--- src/hw/rtl/lph_pkg.sv ---
// Shared types, codes and widths of the linear probing hash table.
package lph_pkg;

	localparam int HASH_W      = 31;
	localparam int KEY_W       = 32;
	localparam int VALUE_W     = 32;
	localparam int COUNT_OUT_W = 9;
	localparam int QUEUE_DEPTH = 2;

	localparam logic CMD_PUT = 1'b0;
	localparam logic CMD_GET = 1'b1;

	typedef enum logic [1:0] {
		ST_OK,
		ST_FULL,
		ST_BAD_HASH,
		ST_NOT_FOUND
	} lph_status_t;

	typedef enum logic [1:0] {
		BK_CLEAR,
		BK_START,
		BK_EVAL,
		BK_DONE
	} lph_back_state_t;

	// One classified request as it travels from front to back.
	typedef struct packed {
		logic               cmd;
		logic               neg;
		logic [HASH_W-1:0]  hash;
		logic [VALUE_W-1:0] value;
	} lph_item_t;

endpackage

--- src/hw/rtl/lph_queue.sv ---
// Short queue that decouples the front end from the probe engine.
module lph_queue #(
	parameter int WIDTH = 8
) (
	input  logic             clk,
	input  logic             arst_n,
	input  logic             wr_en,
	input  logic [WIDTH-1:0] wr_data,
	output logic             full,
	input  logic             rd_en,
	output logic [WIDTH-1:0] rd_data,
	output logic             not_empty
);
	import lph_pkg::*;

	localparam int PW = $clog2(QUEUE_DEPTH);
	localparam int FW = $clog2(QUEUE_DEPTH + 1);

	logic [WIDTH-1:0] mem_q [QUEUE_DEPTH];
	logic [PW-1:0]    wr_ptr_q;
	logic [PW-1:0]    rd_ptr_q;
	logic [FW-1:0]    fill_q;
	logic             do_wr;
	logic             do_rd;

	assign full      = (fill_q == FW'(QUEUE_DEPTH));
	assign not_empty = (fill_q != '0);
	assign do_wr     = wr_en & ~full;
	assign do_rd     = rd_en & not_empty;
	assign rd_data   = mem_q[rd_ptr_q];

	always_ff @(posedge clk or negedge arst_n) begin
		if (!arst_n) begin
			wr_ptr_q <= '0;
			rd_ptr_q <= '0;
			fill_q   <= '0;
		end else begin
			if (do_wr) begin
				wr_ptr_q <= (wr_ptr_q == PW'(QUEUE_DEPTH - 1)) ? '0 : wr_ptr_q + 1'b1;
			end
			if (do_rd) begin
				rd_ptr_q <= (rd_ptr_q == PW'(QUEUE_DEPTH - 1)) ? '0 : rd_ptr_q + 1'b1;
			end
			if (do_wr && !do_rd) begin
				fill_q <= fill_q + 1'b1;
			end else if (do_rd && !do_wr) begin
				fill_q <= fill_q - 1'b1;
			end
		end
	end

	always_ff @(posedge clk) begin
		if (do_wr) begin
			mem_q[wr_ptr_q] <= wr_data;
		end
	end

endmodule

--- config.mk ---
export PLATFORM = sky130hd
export DESIGN_NAME = lph_queue
export DESIGN_NICKNAME = d
export VERILOG_FILES = /design/src/hw/rtl/lph_pkg.sv /design/src/hw/rtl/lph_queue.sv
export SDC_FILE = /design/constraint.sdc
export NUM_CORES = 1
export LEC_CHECK = 0
export BUFFER_PORTS_ARGS = -buffer_cell sky130_fd_sc_hd__buf_2
export CAP_MARGIN = 20
export CORE_MARGIN = 2
export CORE_UTILIZATION = 48
export DETAILED_ROUTE_END_ITERATION = 10
export PLACE_DENSITY = 0.78
export SLEW_MARGIN = 10
export SYNTH_ARGS = -nofsm -noshare
export SYNTH_HDL_FRONTEND = slang
export SYNTH_SLANG_ARGS = --single-unit
--- constraint.sdc ---
create_clock -name clk -period 1.5 [get_ports clk]
set_input_delay 0 -clock clk [delete_from_list [all_inputs] [get_ports clk]]
set_output_delay 0 -clock clk [all_outputs]
set_load 0.03 [all_outputs]
[Word-level counts from Yosys, hierarchy flattened]
Memories as Yosys holds them, arrays and structs flattened.
Cells that the tools add are included.
Cells by class
  $add $sub $neg: 4
  bitwise logic cells: 3
  muxes and demuxes: 6
  reduce and logical (&&, ||, !) cells: 6
  eq/ne operators: 1
Operators with widths (count)
  two-way mux 1 bit: 4
  two-way mux 2 bit: 2
  nonzero test 2 bit: 2
  adder 1 bit (second input constant): 2
  adder 2 x 1 -> 2 bit (second input constant): 1
  bitwise AND 1 bit: 2
  equality test 2 bit (second input constant): 1
  logical AND 1 bit: 2
  logical NOT 1 bit: 2
  subtractor 2 x 1 -> 2 bit (second input constant): 1
  NOT 1 bit: 1
Word-level totals
  word-level logic and storage cells: 24
  flip-flop bits (word level): 4
  memories kept: 1
  input port bits: 12
  memory bits (writable): 16
Memory list
  mem_q: words 2, bits a word 8, read ports 1, clocked after Yosys merged registers in 0, write ports 1, line lph_queue.sv:19  | logic [WIDTH-1:0] mem_q [QUEUE_DEPTH];

[Logic depth before layout (Yosys ltp)]
  depth in word-level cells: 7
  depth in mapped cells: 7
  gate-level depth less buffers: 7

[Worst setup path after synthesis]
Ideal clock, no wire load.
  path kind: reg-to-reg
  from: register fill_q[1]
  to: register fill_q[1]
  path slack: 135 ps
  period minus slack after synthesis: 1365 ps
  stages on the path, launching flop included: 7
  data arrival time: 1240 ps
  library setup time: 125 ps
  path buffers: 0
  cell sequence: dfrtp_1 or2_4 nand2_4 ha_1 xor2_1 nor2_1 xor2_1
On the way
  elaborated cells on any way between the ends: 14
  classes of those cells: add/sub (2); eq/ne (1); mux (2); bitwise (3); reduce/logical (6)
RTL lines
  from (decl): line lph_queue.sv:22  | logic [FW-1:0] fill_q;
  from (signal assigned): line lph_queue.sv:45  | fill_q <= fill_q + 1'b1;
  from (signal assigned): line lph_queue.sv:47  | fill_q <= fill_q - 1'b1;
  nonzero test 2 bit *: line lph_queue.sv:27  | assign not_empty = (fill_q != '0);
  net not_empty: line lph_queue.sv:12  | output logic not_empty
  bitwise AND 1 bit *: line lph_queue.sv:29  | assign do_rd = rd_en & not_empty;
  logical NOT 1 bit: line lph_queue.sv:44  | if (do_wr && !do_rd) begin
  logical AND 1 bit: line lph_queue.sv:44
  two-way mux 2 bit or nonzero test 2 bit (tied branches)
The timed path passes the listed nets; every way through them passes the cells marked *. The select of a mux whose other input is x is not followed.
A chain may end at the register's enable or synchronous reset.

[Worst setup path in the final report]
  from: register fill_q[1]
  to: register fill_q[1]
On the way
  longest elaborated chain between the ends: 6
  elaborated cells on any way between the ends: 14
  classes of those cells: add/sub (2); eq/ne (1); mux (2); bitwise (3); reduce/logical (6)
Ends and longest elaborated chain
  equality test 2 bit: line lph_queue.sv:26  | assign full = (fill_q == FW'(QUEUE_DEPTH));
  NOT 1 bit: line lph_queue.sv:28  | assign do_wr = wr_en & ~full;
  bitwise AND 1 bit: line lph_queue.sv:28
  logical NOT 1 bit: line lph_queue.sv:46  | end else if (do_rd && !do_wr) begin
  logical AND 1 bit: line lph_queue.sv:46
  nonzero test 2 bit (no source line)
Several ways; a longest one is shown, not always the timed one. The select of a mux whose other input is x is not followed.

==> metrics <==
status=finished clean; slowest CP cell=dfrtp_2; post-detail-place hpwl=around 900 um; crit path from=fill_q[1]$_DFFE_PN0P_; Post-Route Skew=about 0.0026 ns; first-pass GRT wire length=between 2 and 2.5 mm; FP Rows=14; Max Fclk=697 MHz; DR pass1 iterations=4; Net Sw Power=slightly below 800 uW; gr usage total=0.152; crit path DAT=approximately 1.6 ns; # port buffers=21; initial antenna violation count=0; Cells after Synth=44; Design Power=about 2200 uW; die area=~2000 sq um; share of flip-flops with an asynchronous set or reset=0.200; routability cong.=0.732; Worst Setup End Kind=flip-flop; CP Data Required Time=1.69 ns; core area=approximately 1500 sq um; Final Hold Fails=0; CP endpoint=fill_q[1]$_DFFE_PN0P_; Reg2Reg Depth=6; internal power=around 1400 uW; critical path cell sequence=or2_4 -> nand2_4 -> ha_1 -> xor2_1 -> nor2_1 -> xor2_1; Synth Net Count=57; Slew @ Worst Pin=~0.21 ns; setup violators final=0; CTS tree=yes; Synth top area share=0.611; Clk pin slew, worst setup/hold paths=~0.11 ns; htree depth=1; Pleak=0.000477 uW; share of layout cells above drive strength 1=0.429; capturing point of the worst reg2reg path=fill_q[1]$_DFFE_PN0P_; gr ovfl total=0; Sw Share=0.354; number of global-route vias before repair=just under 500; Crit Path Max Fanout=3; Logic pwr share=0.401; wire length per cell=13.0 um; post-layout min period=approximately 1.4 ns; origin of the critical flop-to-flop path=fill_q[1]$_DFFE_PN0P_; Synth Cell Area=between 700 and 800 sq um; Netlist cell types=14; fill count=100; class of the worst hold path=primary input to asynchronous set/reset pin; die span in y=44.5 um; largest buffer count on any clock path=2; fin crit share=0.957; EDFF count, synth=16; Pwr per Cell Area=1990 nW/um^2; total CTS buffers=3; Die X=44.5 um; Slew HR=0.857; flops & latches, synth=20; top_reg_cell synth=edfxtp_1; synthesized area per cell=~18 sq um; vias per inst=approximately 4.8; root buf cell=clkbuf_4; clock sinks=20; Clock Power Share=0.194; Area Overhead vs Synth=42.0%; critical path's largest stage delay=roughly 0.46 ns; Final Max Slew Viols=0; leading area contributor after synthesis=edfxtp_1; DRC errors left=0; Nets=98; Worst Setup Path Type=flip-flop to flip-flop; hold_ws=~0.022 ns; Routed Antenna Nets=0; most area-consuming cells after synthesis=edfxtp_1 61%, dfrtp_1 13%, mux2_1 11%, xnor2_1 3.3%, xor2_1 2.2%; RSZ-0062 raised after global routing=true; routed vias=about 480; Post-synth top cells=16 x edfxtp_1, 8 x mux2_1, 4 x dfrtp_1, 3 x xnor2_1; CP most frequent cell=xor2_1; reg-to-reg setup timing slack=~0.065 ns; CP startpoint kind=flip-flop; I/O pins=22; drt total wl=between 1 and 1.5 mm; Peak VDD IR=between 1 and 1.5 mV; largest net degree at the start of global routing=13; Max-Cap Viols=0; most common cell in the synthesized netlist=edfxtp_1; Seq pwr share=0.404; Antenna Cells=0; yosys warns=0; Clock Latency Late Sink=about 0.29 ns; initial DRC count=23; Post-Layout Cell Count=100; Seq/Total Area, Yosys=0.739; Initial Utilization=0.516; Cells after DPL=84
==> layout by cell type (no fill, tap or decap) <==
cell	synthesis	routed
dlygate4sd3_1	0	11
inv_1	2	2
buf_2	1	21
bufinv_16	0	1
clkbuf_4	0	3
and3_1	1	1
xor2_1	2	2
buf_4	0	5
edfxtp_1	16	16
ha_1	1	1
nand2_4	1	1
xnor2_1	3	3
nand2b_4	0	1
nor2_1	2	2
dfrtp_2	0	2
mux2_1	8	8
dfrtp_1	4	2
or2_4	1	1
nand2_2	1	1
==> per-stage QoR <==
stage                      TNS, ns   util  setup WS [ns]  area [sq um]
after CTS                        0  0.721         0.0381          1100
after global routing      -0.00193  0.732       -0.00193          1120
final                            0  0.732         0.0652          1120
after floorplan                  0      -          0.135           786
after detailed placement         0  0.614         0.0790           936
after global placement           0  0.614          0.120           936
==> per-layer routing <==
metal | track usage | share of wire | up-vias
met3 | 0.0245 | 0.039 | 2
met2 | 0.278 | 0.57 | 13
met4 | 0.0727 | 0.0093 | 0
met1 | 0.169 | 0.38 | 225
li1 | - | - | 235
met5 | 0 | 0 | -
==> how the worst min path moves through the flow <==
| stage | start | end | cells after the start | slack [ns] |
|---|---|---|---|---|
| 5_1_grt | arst_n | fill_q[0]$_DFFE_PN0P_ | 2 | 0.04 |
| 3_3_place_gp | arst_n | fill_q[0]$_DFFE_PN0P_ | 1 | -0.19 |
| 6_report | arst_n | fill_q[0]$_DFFE_PN0P_ | 2 | 0.02 |
| 3_5_place_dp | arst_n | fill_q[0]$_DFFE_PN0P_ | 1 | -0.19 |
| 2_1_floorplan | arst_n | fill_q[0]$_DFFE_PN0P_ | 0 | -0.30 |
| 4_1_cts | arst_n | fill_q[0]$_DFFE_PN0P_ | 2 | 0.02 |
==> registers in the layout (all words and copies together), names as in the netlist <==
signal	cells
wr_ptr_q	1
rd_ptr_q	1
fill_q	2
mem_q	16
==> worst max-delay path, delay by kind of cell (launching register included) <==
| family | cells | cell delay [ns] |
|---|---|---|
| DFF | 1 | 0.46 |
| and+or+nand+nor | 3 | 0.42 |
| xor gates and xnor gates | 2 | 0.30 |
| adders and majority gates | 1 | 0.16 |
==> logic make-up (layout without fill, tap and decap cells) <==
logic type,after synthesis,in the layout,share of synthesized area
xor gates and xnor gates,5,5,0.0557
adders and majority gates,1,1,0.0159
buffers and inverters,3,43,0.0159
DFF,20,20,0.739
muxes,8,8,0.115
and+or+nand+nor,7,7,0.0589
==> layout make-up <==
type | count | area, sq um | share of cell area
Sequential cell | 20 | 583 | 0.522
Multi-Input combinational cell | 21 | 200 | 0.179
Timing Repair Buffer | 37 | 253 | 0.226
Inverter | 2 | 7.51 | 0.00673
Tap cell | 16 | 20.0 | 0.0179
Clock buffer | 3 | 22.5 | 0.0202
Clock inverter | 1 | 30.0 | 0.0269
==> power by group through the flow <==
stage | Combinational [uW] | Clock (uW) | Sequential [uW]
2_1_floorplan | 639 | 0 | 836
3_3_place_gp | 806 | 0 | 892
3_5_place_dp | 832 | 0 | 897
4_1_cts | 863 | 440 | 884
5_1_grt | 953 | 459 | 916
6_report | 890 | 431 | 896
==> repair_timing <==
item	4_1_cts	5_1_grt
resized for setup	0	3
buffers inserted	0	1
hold buffers	11	0
hold endpoints to repair	22	0
endpoints found under the setup margin	0	7
No activity file was read; power rests on OpenSTA's default activity.
